File: src/tdf_pkg.sv
// ----------------------------------------------------------------------------
// tdf_pkg
// Shared types and constants of the telemetry frame decoder.
// ----------------------------------------------------------------------------
package tdf_pkg;

    localparam int unsigned POS_W = 5;

    localparam logic [POS_W-1:0] POS_MAGIC   = 5'd0;
    localparam logic [POS_W-1:0] POS_VERSION = 5'd1;
    localparam logic [POS_W-1:0] POS_TYPE    = 5'd2;
    localparam logic [POS_W-1:0] POS_FIELD0  = 5'd3;
    localparam logic [POS_W-1:0] POS_CRC_LO  = 5'd20;   // first byte after CRC span
    localparam logic [POS_W-1:0] POS_CRC_HI  = 5'd21;   // last frame byte
    localparam logic [POS_W-1:0] POS_IDLE    = 5'd22;

    localparam int unsigned FIELD_COUNT = 17;

    localparam logic [15:0] CRC_INIT = 16'hFFFF;
    localparam logic [15:0] CRC_POLY = 16'h1021;

    localparam logic [7:0] FRAME_TYPE = 8'd1;

    localparam int unsigned CFG_IDX_W = 1;
    localparam logic [CFG_IDX_W-1:0] REG_MAGIC   = 1'b0;
    localparam logic [CFG_IDX_W-1:0] REG_VERSION = 1'b1;

    localparam logic [1:0] STATUS_OK      = 2'd0;
    localparam logic [1:0] STATUS_BAD_HDR = 2'd1;
    localparam logic [1:0] STATUS_BAD_CRC = 2'd2;

    typedef struct packed {
        logic [1:0]         status;
        logic [7:0]         flags;
        logic [15:0]        node_id;
        logic [15:0]        sequence_res;
        logic [31:0]        up_seconds;
        logic signed [15:0] asset_temp;
        logic signed [15:0] ambient_temp;
        logic [7:0]         confidence;
        logic [7:0]         device_state;
        logic [15:0]        batt_millivolts;
    } tdf_result_t;

    // Control flags from the frame tracker to the output stage.
    typedef struct packed {
        logic done;         // accepted byte closes a frame
        logic at_last;      // next byte is the last frame byte
    } tdf_ctl_t;

endpackage

File: src/tdf_ifaces.sv
// ----------------------------------------------------------------------------
// tdf_ifaces
// Valid/ready channels for frame bytes and decoded frame results.
// ----------------------------------------------------------------------------
interface tdf_byte_if;
    logic       valid;
    logic       ready;
    logic [7:0] data_byte;
    logic       frame_start;

    modport source (output valid, output data_byte, output frame_start, input ready);
    modport sink   (input valid, input data_byte, input frame_start, output ready);
endinterface

interface tdf_result_if;
    logic               valid;
    logic               ready;
    logic [1:0]         status;
    logic [7:0]         flags;
    logic [15:0]        node_id;
    logic [15:0]        sequence_res;
    logic [31:0]        up_seconds;
    logic signed [15:0] asset_temp;
    logic signed [15:0] ambient_temp;
    logic [7:0]         confidence;
    logic [7:0]         device_state;
    logic [15:0]        batt_millivolts;

    modport source (
        output valid, output status, output flags, output node_id,
        output sequence_res, output up_seconds, output asset_temp, output ambient_temp,
        output confidence, output device_state, output batt_millivolts, input ready
    );
    modport sink (
        input valid, input status, input flags, input node_id,
        input sequence_res, input up_seconds, input asset_temp, input ambient_temp,
        input confidence, input device_state, input batt_millivolts, output ready
    );
endinterface

File: src/tdf_crc_byte.sv
// ----------------------------------------------------------------------------
// tdf_crc_byte
// One-byte CRC-16/CCITT-FALSE update, MSB first, unrolled XOR network.
// ----------------------------------------------------------------------------
module tdf_crc_byte (
    input  logic [15:0] crc,
    input  logic [7:0]  data,
    output logic [15:0] crc_upd
);
    import tdf_pkg::*;

    always_comb
    begin
        logic [15:0] c;
        c = crc ^ {data, 8'h00};
        for (int k = 0; k < 8; k++)
        begin
            if (c[15])
            begin
                c = {c[14:0], 1'b0} ^ CRC_POLY;
            end
            else
            begin
                c = {c[14:0], 1'b0};
            end
        end
        crc_upd = c;
    end

endmodule

File: src/tdf_frame_ctl.sv
// ----------------------------------------------------------------------------
// tdf_frame_ctl
// Frame position tracking, header check, running CRC, field capture and result decode.
// ----------------------------------------------------------------------------
module tdf_frame_ctl (
    input  logic                  clk,
    input  logic                  rst_n,
    input  logic                  accept,
    input  logic [7:0]            data_byte,
    input  logic                  frame_start,
    input  logic [7:0]            magic_byte,
    input  logic [7:0]            version_byte,
    output tdf_pkg::tdf_ctl_t     ctl,
    output tdf_pkg::tdf_result_t  result
);
    import tdf_pkg::*;

    logic [POS_W-1:0] pos_reg, pos_next, pos_eff;
    logic [15:0]      crc_reg, crc_next, crc_base, crc_upd;
    logic             hdr_bad_reg, hdr_bad_next, hdr_base;
    logic [7:0]       field_reg [FIELD_COUNT];
    logic [7:0]       crc_lo_reg;
    logic             active;
    logic [15:0]      rx_crc;
    logic [1:0]       status;

    assign pos_eff  = frame_start ? POS_MAGIC : pos_reg;
    assign active   = frame_start || (pos_reg != POS_IDLE);
    assign crc_base = frame_start ? CRC_INIT : crc_reg;
    assign hdr_base = frame_start ? 1'b0 : hdr_bad_reg;

    tdf_crc_byte u_crc (
        .crc     (crc_base),
        .data    (data_byte),
        .crc_upd (crc_upd)
    );

    always_comb
    begin
        pos_next     = pos_reg;
        crc_next     = crc_reg;
        hdr_bad_next = hdr_bad_reg;
        if (accept && active)
        begin
            crc_next     = (pos_eff < POS_CRC_LO) ? crc_upd : crc_base;
            hdr_bad_next = hdr_base
                | ((pos_eff == POS_MAGIC)   && (data_byte != magic_byte))
                | ((pos_eff == POS_VERSION) && (data_byte != version_byte))
                | ((pos_eff == POS_TYPE)    && (data_byte != FRAME_TYPE));
            pos_next     = (pos_eff == POS_CRC_HI) ? POS_IDLE : pos_eff + 5'd1;
        end
    end

    always_ff @(posedge clk or negedge rst_n)
    begin
        if (!rst_n)
        begin
            pos_reg     <= POS_IDLE;
            crc_reg     <= CRC_INIT;
            hdr_bad_reg <= 1'b0;
        end
        else
        begin
            pos_reg     <= pos_next;
            crc_reg     <= crc_next;
            hdr_bad_reg <= hdr_bad_next;
        end
    end

    // Field bytes 3..19 shift in; after byte 19 entry 0 holds byte 3.
    always_ff @(posedge clk)
    begin
        if (accept && active && (pos_eff >= POS_FIELD0) && (pos_eff < POS_CRC_LO))
        begin
            for (int i = 0; i < FIELD_COUNT - 1; i++)
            begin
                field_reg[i] <= field_reg[i+1];
            end
            field_reg[FIELD_COUNT-1] <= data_byte;
        end
        if (accept && active && (pos_eff == POS_CRC_LO))
        begin
            crc_lo_reg <= data_byte;
        end
    end

    assign ctl.done    = accept && active && (pos_eff == POS_CRC_HI);
    assign ctl.at_last = (pos_reg == POS_CRC_HI);

    // At the last byte no start is seen, so crc_reg and hdr_bad_reg are final.
    assign rx_crc = {data_byte, crc_lo_reg};

    always_comb
    begin
        if (hdr_bad_reg)
        begin
            status = STATUS_BAD_HDR;
        end
        else if (rx_crc != crc_reg)
        begin
            status = STATUS_BAD_CRC;
        end
        else
        begin
            status = STATUS_OK;
        end
    end

    always_comb
    begin
        result = '0;
        result.status = status;
        if (status == STATUS_OK)
        begin
            result.flags           = field_reg[0];
            result.node_id         = {field_reg[2], field_reg[1]};
            result.sequence_res    = {field_reg[4], field_reg[3]};
            result.up_seconds      = {field_reg[8], field_reg[7], field_reg[6], field_reg[5]};
            result.asset_temp      = {field_reg[10], field_reg[9]};
            result.ambient_temp    = {field_reg[12], field_reg[11]};
            result.confidence      = field_reg[13];
            result.device_state    = field_reg[14];
            result.batt_millivolts = {field_reg[16], field_reg[15]};
        end
    end

endmodule

File: src/telemetry_frame_decoder_core.sv
// ----------------------------------------------------------------------------
// telemetry_frame_decoder_core
// Checks and decodes fixed 22-byte telemetry frames with CRC-16/CCITT-FALSE.
// ----------------------------------------------------------------------------
//
//  Channel      Dir   Handshake     Moves
//  frame_bytes  in    valid/ready   one frame byte plus start flag per request
//  results      out   valid/ready   one decoded frame (status + fields)
//  cfg_*        in    write enable  magic_byte (index 0), version_byte (index 1)
//
//  One byte is taken per cycle unless held off; the CRC byte update is a single
//  XOR network. Results appear in the cycle after a frame's last byte is taken.
//  Reset (rst_n low) returns the tracker to idle and empties the result register.
//  A stalled result only holds off input when the next byte is a frame's last
//  byte; all other bytes keep flowing while the result waits.
//
module telemetry_frame_decoder_core (
    input  logic                            clk,
    input  logic                            rst_n,
    input  logic                            cfg_we,
    input  logic [tdf_pkg::CFG_IDX_W-1:0]   cfg_index,
    input  logic [7:0]                      cfg_data,
    tdf_byte_if.sink                        frame_bytes,
    tdf_result_if.source                    results
);
    import tdf_pkg::*;

    logic [7:0]  magic_reg;
    logic [7:0]  version_reg;
    logic        accept;
    tdf_ctl_t    ctl;
    tdf_result_t frame_res;
    tdf_result_t res_reg;
    logic        res_valid_reg, res_valid_next;

    // Configuration registers; user must write only while idle, not enforced here.
    always_ff @(posedge clk or negedge rst_n)
    begin
        if (!rst_n)
        begin
            magic_reg   <= '0;
            version_reg <= '0;
        end
        else if (cfg_we)
        begin
            case (cfg_index)
                REG_MAGIC:   magic_reg   <= cfg_data;
                REG_VERSION: version_reg <= cfg_data;
                default:     ;
            endcase
        end
    end

    // Hold input only if this byte may close a frame and the result slot is full.
    assign frame_bytes.ready = !(res_valid_reg && !results.ready && ctl.at_last);
    assign accept            = frame_bytes.valid && frame_bytes.ready;

    tdf_frame_ctl u_ctl (
        .clk          (clk),
        .rst_n        (rst_n),
        .accept       (accept),
        .data_byte    (frame_bytes.data_byte),
        .frame_start  (frame_bytes.frame_start),
        .magic_byte   (magic_reg),
        .version_byte (version_reg),
        .ctl          (ctl),
        .result       (frame_res)
    );

    // Result register
    assign res_valid_next = ctl.done || (res_valid_reg && !results.ready);

    always_ff @(posedge clk or negedge rst_n)
    begin
        if (!rst_n)
        begin
            res_valid_reg <= 1'b0;
        end
        else
        begin
            res_valid_reg <= res_valid_next;
        end
    end

    always_ff @(posedge clk)
    begin
        if (ctl.done)
        begin
            res_reg <= frame_res;
        end
    end

    assign results.valid           = res_valid_reg;
    assign results.status          = res_reg.status;
    assign results.flags           = res_reg.flags;
    assign results.node_id         = res_reg.node_id;
    assign results.sequence_res    = res_reg.sequence_res;
    assign results.up_seconds      = res_reg.up_seconds;
    assign results.asset_temp      = res_reg.asset_temp;
    assign results.ambient_temp    = res_reg.ambient_temp;
    assign results.confidence      = res_reg.confidence;
    assign results.device_state    = res_reg.device_state;
    assign results.batt_millivolts = res_reg.batt_millivolts;

endmodule

File: src/flat_wrapper.sv
// flat-port wrapper written by rule: the top's interface ports become plain ports
module telemetry_frame_decoder_core_flat import tdf_pkg::*;
  (clk, rst_n, cfg_we, cfg_index, cfg_data, frame_bytes_valid, frame_bytes_data_byte, frame_bytes_frame_start, frame_bytes_ready, results_valid, results_status, results_flags, results_node_id, results_sequence_res, results_up_seconds, results_asset_temp, results_ambient_temp, results_confidence, results_device_state, results_batt_millivolts, results_ready);
  tdf_byte_if frame_bytes_i ();
  tdf_result_if results_i ();
  input  logic clk;
  input  logic rst_n;
  input  logic cfg_we;
  input  logic [tdf_pkg::CFG_IDX_W-1:0] cfg_index;
  input  logic [7:0] cfg_data;
  input wire logic [$bits(frame_bytes_i.valid)-1:0] frame_bytes_valid;
  input wire logic [$bits(frame_bytes_i.data_byte)-1:0] frame_bytes_data_byte;
  input wire logic [$bits(frame_bytes_i.frame_start)-1:0] frame_bytes_frame_start;
  output wire logic [$bits(frame_bytes_i.ready)-1:0] frame_bytes_ready;
  output wire logic [$bits(results_i.valid)-1:0] results_valid;
  output wire logic [$bits(results_i.status)-1:0] results_status;
  output wire logic [$bits(results_i.flags)-1:0] results_flags;
  output wire logic [$bits(results_i.node_id)-1:0] results_node_id;
  output wire logic [$bits(results_i.sequence_res)-1:0] results_sequence_res;
  output wire logic [$bits(results_i.up_seconds)-1:0] results_up_seconds;
  output wire logic [$bits(results_i.asset_temp)-1:0] results_asset_temp;
  output wire logic [$bits(results_i.ambient_temp)-1:0] results_ambient_temp;
  output wire logic [$bits(results_i.confidence)-1:0] results_confidence;
  output wire logic [$bits(results_i.device_state)-1:0] results_device_state;
  output wire logic [$bits(results_i.batt_millivolts)-1:0] results_batt_millivolts;
  input wire logic [$bits(results_i.ready)-1:0] results_ready;
  assign frame_bytes_i.valid = frame_bytes_valid;
  assign frame_bytes_i.data_byte = frame_bytes_data_byte;
  assign frame_bytes_i.frame_start = frame_bytes_frame_start;
  assign frame_bytes_ready = frame_bytes_i.ready;
  assign results_valid = results_i.valid;
  assign results_status = results_i.status;
  assign results_flags = results_i.flags;
  assign results_node_id = results_i.node_id;
  assign results_sequence_res = results_i.sequence_res;
  assign results_up_seconds = results_i.up_seconds;
  assign results_asset_temp = results_i.asset_temp;
  assign results_ambient_temp = results_i.ambient_temp;
  assign results_confidence = results_i.confidence;
  assign results_device_state = results_i.device_state;
  assign results_batt_millivolts = results_i.batt_millivolts;
  assign results_i.ready = results_ready;
  telemetry_frame_decoder_core u_core (.clk(clk), .rst_n(rst_n), .cfg_we(cfg_we), .cfg_index(cfg_index), .cfg_data(cfg_data), .frame_bytes(frame_bytes_i), .results(results_i));
endmodule
File: config.mk
export PLATFORM = sky130hd
export DESIGN_NAME = telemetry_frame_decoder_core_flat
export DESIGN_NICKNAME = d
export VERILOG_FILES = /design/src/tdf_pkg.sv /design/src/tdf_ifaces.sv /design/src/tdf_crc_byte.sv /design/src/tdf_frame_ctl.sv /design/src/telemetry_frame_decoder_core.sv /design/src/flat_wrapper.sv
export SDC_FILE = /design/constraint.sdc
export NUM_CORES = 1
export LEC_CHECK = 0
export ABC_AREA = 1
export BUFFER_PORTS_ARGS = -buffer_cell sky130_fd_sc_hd__buf_2
export CORE_ASPECT_RATIO = 0.6
export CORE_MARGIN = 8
export CORE_UTILIZATION = 54
export DETAILED_ROUTE_END_ITERATION = 12
export PLACE_DENSITY = 0.81
export SLEW_MARGIN = 30
export SYNTH_ARGS = -nofsm -noshare
export SYNTH_HDL_FRONTEND = slang
export SYNTH_SLANG_ARGS = --single-unit
File: constraint.sdc
create_clock -name clk -period 16.61 [get_ports clk]
set_input_delay 0.8305 -clock clk [delete_from_list [all_inputs] [get_ports clk]]
set_output_delay 0.8305 -clock clk [all_outputs]
set_load 0.02 [all_outputs]
Word level (Yosys, flattened, before mapping):

Memories as Yosys holds them, arrays and structs flattened. A register that Yosys moved wholly into a read port is not among the register bits.
Index checks and enable logic that the tools add are counted.

* add/sub/neg operators: 1
* reduce and logical (&&, ||, !) cells: 20
* bitwise operators: 13
* magnitude comparators: 2
* multiplexer cells: 17
* equal/unequal tests: 10

Operators by type and width (count)
* 13-bit 2-to-1 mux: 8
* 16-bit 2-to-1 mux: 2
* 3-bit inverter: 8
* 16-bit != test: 1
* 8-bit != test: 2
* 16-bit bitwise XOR: 1
* 5-bit equality test, second input constant: 3
* 1-bit logical AND: 11
* 5-bit 2-to-1 mux: 2
* 8-bit by 1-bit != test with 1-bit output, second input constant: 1
* 5-bit by 1-bit adder with 5-bit output, second input constant: 1
* 5-bit by 1-bit equality test with 1-bit output, second input constant: 1
* 5-bit by 2-bit equality test with 1-bit output, second input constant: 1
* 5-bit by 2-bit greater-or-equal comparator with 1-bit output, second input constant: 1
* 5-bit logical NOT: 1
* 5-bit less-than comparator, second input constant: 1
* 5-bit != test, second input constant: 1
* 2-bit 2-to-1 mux: 2
* 2-bit AND reduction: 2
* 1-bit logical NOT: 3
* 1-bit 2-to-1 mux: 3
* 1-bit bitwise OR: 3
* 2-bit logical NOT: 1
* 1-bit logical OR: 2
* 1-bit inverter: 1

* memories: 1
* bits of input ports: 23
* memory bits (writable): 136
* output and inout port bits: 140
* register bits: 177

Memories
* u_core.u_ctl.field_reg: words 17, width 8, rd ports 17, clocked after Yosys merged registers in 1, write ports 17, line tdf_frame_ctl.sv:21 `logic [7:0] field_reg [FIELD_COUNT];`

Longest topological paths before layout:

Gate-level depths: netlist of the first run.

* word-level depth: 19
* mapped depth: 11
* mapped depth without buffers: 10

Cells and area by module:

Synthesis of the first run repeated with hierarchy kept, for this count alone.

* cell total of the unflattened synthesis: 990
* area total of the unflattened synthesis: 12734.7 um^2

Modules (own cells, without submodules)
* tdf_frame_ctl: area each 7389.6 um^2, instances 1, cells an instance 661, seq. area each 4898.4 um^2
* telemetry_frame_decoder_core: area each 4855.9 um^2, instances 1, cells an instance 214, seq. area each 4569.4 um^2
* tdf_crc_byte: area each 489.2 um^2, instances 1, cells an instance 115, seq. area each 0.0 um^2

Worst setup path before layout of the first run:

No wires, ideal clock.

* path kind: input -> register
* start point: input port results_ready
* end point: memory u_core.u_ctl.field_reg[0][0], enable pin
* cell stages on the path: 7
* library setup time: 0.633 ns
* data required time: 15.977 ns
* setup slack: 8.626 ns
* arrival: 7.351 ns
* path through: nor2_1 nand4_1 nand3_2 nor2_2 inv_1 buf_2 nor2_1

RTL lines
* from (decl): line flat_wrapper.sv:26 `input wire logic [$bits(results_i.ready)-1:0] results_ready;`
* to (decl): line tdf_frame_ctl.sv:21

==> reports/metrics.csv, run 1 <==
metric,value,unit
final worst-path cycle share,0.204,
H-tree depth,1,
CTS tree,built,
pre-CTS WS,12700,ps
layout cells sized above 1,0.241,
dpl hpwl,16100,microns
Critical R2R Capture,u_core.u_ctl.field_reg[6][7],
Yosys cell types,29,
clock tree buffer depth,3,
register area share after synthesis,0.755,
R2R depth,7,
most frequent cell after synthesis,edfxtp_1,
# placed instances,1395,
worst vdd ir,0.0000943,V
pin count of the biggest net entering global routing,87,
DR vias,6926,
Pwr Total,1.73,mW
"Hold-fix buffers, CTS",0,
Worst Path Max Fanout,86,
Crit Path Class,in2reg,
final setup fails,0,
startpoint types,input port,
syn nets,965,
WP data required,16780,ps
area share of the largest cell type after synthesis,0.675,
Worst-path clk slew,70,ps
Total Wirelength,24300,microns
cell area after synthesis,12500,sq um
DR WL/cell,16.9,microns
IO buf count,162,
class of the worst hold path,in2async,
Starting Density,0.546,
Final Slew Violations,0,
Syn Inst Count,941,
floorplan die width,213,microns
total track usage,0.167,
die area,28500,sq um
Cell Rows,43,
Remaining DRCs,0,
gp weighted congestion,0.902,
nets,1134,
Die Y,134,microns
r2r setup slk,13460,ps
Power Dens Cells,120,nW/um^2
max-cap violation count,0,
initial antenna violation count,0,
worst skew pair latency,540,ps
number of global-route vias before repair,6837,
Post-Layout Cell Count,1441,
core area,23000,sq um
yosys warns,0,
Overflow after GRT,0,
leak pwr,6.55,nW
CP Data Arrival Time,3560,ps
post-cts resize count,0,
"EDFF count, synth",282,
setup tns final,0,ps
Post-CTS Setup Inserts,0,
RSZ-0062 raised after global routing,false,
Area contributors post-synth,"edfxtp_1 (68%), inv_1 (5.4%), nor2_1 (4.4%)",
Worst slew margin,0.391,
ys async rst share,0.121,
PnR worst setup slack,13220,ps
Clock Skews,11.4,ps
TritonCTS Buffers,28,
global-route wire length before repair,37600,microns
Via density,4.81,
Commonest cells post-synth,"edfxtp_1 (282), inv_1 (179), nor2_1 (146)",
Sink Count,321,
DR iter-0 viols,557,
Routed Antenna Nets,0,
#FFs+latches synth,321,
# diodes,0,
FMAX,0.295,GHz
Tmin final,3390,ps
Post-synth top flop,edfxtp_1,
num ports,163,
Worst Tran Pin Value,914,ps
DRT Pass-1 Iters,5,
Critical R2R Launch,u_core.u_ctl.pos_reg[1],
Yosys top cell by area,edfxtp_1,
status,"complete, no violations",
Syn Area/Cell,13.3,sq um
clock root cell,clkbuf_16,
final-report hold violation count,0,
max reg flops,136,
CP Capture Type,flop,
Area growth syn-to-layout,15.6,%
[per-stage QoR]
stage / utilization / hold WS (ps) / cell area (sq um)
final: 0.631 / 271 / 14500
after global routing: 0.631 / 299 / 14500
after CTS: 0.631 / 436 / 14500
after detailed placement: 0.592 / 432 / 13600
after global placement: 0.591 / 430 / 13600
after floorplan: - / 426 / 12500
[worst max path at each step]
stage / start / end / slack, ps
final: frame_bytes_frame_start / u_core.u_ctl.field_reg[6][7] / 13220
after detailed placement: frame_bytes_frame_start / u_core.u_ctl.field_reg[0][3] / 12700
after CTS: frame_bytes_frame_start / u_core.u_ctl.field_reg[6][2] / 13290
after global placement: frame_bytes_frame_start / u_core.u_ctl.field_reg[7][2] / 12610
after global routing: frame_bytes_frame_start / u_core.u_ctl.field_reg[7][6] / 13010
after floorplan: results_ready / u_core.u_ctl.field_reg[0][0] / 8630
[report_power, final]
group	internal, mW	leakage, nW	switching (mW)	total (mW)
sequential	0.930	3.36	0.0326	0.962
combinational	0.0416	2.75	0.0860	0.128
clock	0.371	0.438	0.273	0.644
total	1.34	6.55	0.392	1.73
[metal layers]
| layer | vias to the layer above | routed length, microns | global-route usage |
|---|---|---|---|
| met5 | - | 0 | 0 |
| met4 | 0 | 515 | 0.0428 |
| met3 | 33 | 1910 | 0.0391 |
| met2 | 239 | 10800 | 0.252 |
| met1 | 3304 | 11100 | 0.244 |
| li1 | 3350 | - | - |
[logic make-up after synthesis]
| family | count (synthesis) | share of synthesized area |
|---|---|---|
| buf+inv | 209 | 0.0713 |
| fa+ha+maj | 1 | 0.000998 |
| compound gates | 39 | 0.0158 |
| flops | 321 | 0.755 |
| simple gates | 328 | 0.127 |
| xor+xnor | 43 | 0.0300 |
[critical path, stage by stage]
cell and delay, ps:
buf_2 380, nor2_1 170, nand4_1 140, nand3_2 200, nor2_2 460, inv_1 480, nor2_4 210, buf_6 610
[final cells by class]
type | instances | area [sq um]
clock inverters | 12 | 180
fillers | 1718 | 8480
inverters | 179 | 677
clock buffers | 34 | 723
multi-input cells | 411 | 2180
flip-flops and latches | 321 | 9470
repair buffers | 169 | 870
well taps | 315 | 394
[layout by cell type (no fill, tap or decap)]
cell       count
buf_2        161
nor2_4        41
xor2_1        26
inv_6          1
inv_1        178
edfxtp_1     282
nand3_1       19
or2_2          1
o21ai_0       28
nor3_1         1
a31oi_1        1
buf_6          1
nor2_1       145
xnor2_1       17
dfrtp_1       20
bufinv_16      4
clkinv_1       4
clkinv_16      1
nand4_1        4
clkbuf_1       6
clkinv_2       3
nand2_1      112
dfstp_2       19
nor3_2         1
nor2_2         2
o21ai_1        5
o22ai_1        1
ha_1           1
nand3b_1       1
clkbuf_16     28
a21oi_1        4
buf_4          7
nand3_2        1
Power figures use the tool's default switching activity.
==> run 2: changes to the inputs <==
--- a/config.mk
+++ b/config.mk
@@ -5,11 +5,11 @@
 export SDC_FILE = /design/constraint.sdc
 export NUM_CORES = 1
 export LEC_CHECK = 0
-export ABC_AREA = 1
+export ABC_AREA = 0
 export BUFFER_PORTS_ARGS = -buffer_cell sky130_fd_sc_hd__buf_2
 export CORE_ASPECT_RATIO = 0.6
 export CORE_MARGIN = 8
-export CORE_UTILIZATION = 54
+export CORE_UTILIZATION = 51
 export DETAILED_ROUTE_END_ITERATION = 12
 export PLACE_DENSITY = 0.81
 export SLEW_MARGIN = 30
==> constraint.sdc (replaced) <==
create_clock -name clk -period 2.8 [get_ports clk]
set_input_delay 0.14 -clock clk [delete_from_list [all_inputs] [get_ports clk]]
set_output_delay 0.14 -clock clk [all_outputs]
set_load 0.02 [all_outputs]
==> run 2 against run 1 <==
Non-clock buffer count up 25. Sequential power rose to 6.1 times the previous value. Largest power group unchanged. Setup slack worse by 13000 ps. Cell count down 16%. Register-to-register slack worse by 13000 ps. Core utilization down 1.4 points.
==> reports/metrics.csv, run 2 <==
metric,value,unit
DR WL/cell,17.7,microns
Overflow after GRT,0,
"commonest non-fill, non-tap cell in the layout",edfxtp_1,
final-report hold violation count,0,
most frequent cell after synthesis,edfxtp_1,
DRT Pass-1 Iters,4,
area share of the largest cell type after synthesis,0.715,
Sink Count,321,
pre-CTS WS,714,ps
#FFs+latches synth,321,
Pwr Total,10.7,mW
total track usage,0.145,
crit-path max cell delay,590,ps
max reg flops,136,
Syn Inst Count,683,
mux contribution to synthesized area,0.0152,
TritonCTS Buffers,28,
"commonest non-fill, non-tap cells in the layout","edfxtp_1 (282), buf_2 (161), and2_1 (136)",
pin count of the biggest net entering global routing,71,
Simple-Gate Fraction of Synth Area,0.100,
CP Capture Type,flop,
"Buf+Inv Stages, Crit Path",1,
final hold slack,123,ps
Worst slew margin,0.467,
FMAX,0.467,GHz
Yosys top cell by area,edfxtp_1,
ys async rst share,0.121,
Critical R2R Launch,u_core.u_ctl.pos_reg[2],
final worst-path cycle share,0.765,
PnR worst setup slack,658,ps
# diodes,0,
Syn Area/Cell,17.3,sq um
largest family of logic cells by synthesized area,simple AND/OR/NAND/NOR gates,
register area share after synthesis,0.800,
CP cell instances,nand3b_1 > nor3_1 > and3_4 > buf_12,
IO buf count,162,
slowest library cell on the worst path,dfstp_2,
H-tree depth,1,
Area contributors post-synth,"edfxtp_1 (72%), and2_1 (7.2%), dfrtp_1 (4.2%)",
Synth Area in XOR/XNOR,0.0473,
DR vias,5988,
core area,23000,sq um
CTS tree,built,
"Hold-fix buffers, CTS",20,
final setup fails,0,
Routed Antenna Nets,0,
yosys warns,0,
floorplan die width,213,microns
cell area after synthesis,11800,sq um
Synth Area in Compound Gates,0.0173,
Fillers,1629,
Crit Path Class,reg2reg,
number of global-route vias before repair,5746,
Commonest cells post-synth,"edfxtp_1 (282), and2_1 (136), xnor2_1 (40)",
"EDFF count, synth",282,
Worst Path Max Fanout,64,
layout cells sized above 1,0.292,
worst vdd ir,0.000504,V
Post-Layout Cell Count,1209,
Post-CTS Setup Inserts,0,
setup tns final,0,ps
Post-synth top flop,edfxtp_1,
initial antenna violation count,0,
global-route wire length before repair,32700,microns
leak pwr,5.71,nW
Final Slew Violations,0,
CP Data Arrival Time,2340,ps
post-cts resize count,0,
Worst Setup SP,u_core.u_ctl.pos_reg[2],
Worst Tran Pin Value,797,ps
Clock Skews,15.4,ps
design area,14200,sq um
Area growth syn-to-layout,19.8,%
final design utilization,0.617,
status,"complete, no violations",
adder-cell area share of the yosys netlist,0.00106,
Tmin final,2140,ps
Die Y,134,microns
RSZ-0062 raised after global routing,false,
Yosys cell types,40,
WP data required,3000,ps
nets,897,
die area,28500,sq um
Starting Density,0.515,
# placed instances,1138,
gp weighted congestion,0.833,
Via density,4.95,
Total Wirelength,21400,microns
startpoint types,flop,
syn nets,707,
clock tree buffer depth,3,
DR iter-0 viols,390,
Power Dens Cells,757,nW/um^2
dpl hpwl,14100,microns
Cell Rows,43,
class of the worst hold path,in2async,
worst skew pair latency,540,ps
Placed Area,13000,sq um
cell family with most CP delay,simple AND/OR/NAND/NOR gates,
Worst-path clk slew,70,ps
clock root cell,clkbuf_16,
num ports,163,
max-cap violation count,0,
Remaining DRCs,0,
## run 2: cell count changes after synthesis, sizes merged, moves of 9 or more
cell	change
and2	+136
buf	-9
clkbuf	+13
inv	-173
mux2	+16
nand2	-91
nand3	-18
nor2	-167
o21ai	-10
xnor2	+23
## run 2: worst reg2reg max path, cell delays in order (launching register included)
cell,delay (ps)
dfstp_2,590
nand3b_1,160
nor3_1,370
and3_4,320
buf_12,310
## run 2: routing by layer
layer  wire length, microns  track usage  share of wire  vias up
met5                      0            0              0        -
met4                    334       0.0267          0.016        0
met3                   1570       0.0347          0.073       24
met2                   9640        0.224           0.45      178
met1                   9910        0.210           0.46     2974
li1                       -            -              -     2812
## run 2: area by class of cell
class	instances	area, sq um	area share
inverter	6	22.5	0.00159
timing repair buffer	194	1170	0.0822
clock inverter	21	258	0.0182
tap	315	394	0.0278
clock buffer	30	708	0.0499
sequential	321	9470	0.668
multi-input combinational	322	2170	0.153
## run 2: cells by family after synthesis
| group | Yosys count |
|---|---|
| mux | 16 |
| flops | 321 |
| fa+ha+maj | 1 |
| compound gates | 36 |
| simple gates | 205 |
| xor+xnor | 64 |
| buf+inv | 40 |
## run 2: final timing paths
path | cells past startpoint | endpoint | slack (ps)
max | 4 | u_core.results.sequence_res[8] | 660
min | 2 | u_core.magic_reg[7] | 120
max reg2reg | 4 | u_core.results.sequence_res[8] | 660
min reg2reg | 0 | u_core.u_ctl.field_reg[5][3] | 430
max in group asynchronous | 2 | u_core.u_ctl.crc_reg[9] | 2290
min in group clk | 3 | u_core.magic_reg[4] | 150
## run 2: power by group
part | internal [mW] | switching [mW]
combinational | 0.416 | 0.438
sequential | 5.62 | 0.273
clock | 2.31 | 1.67
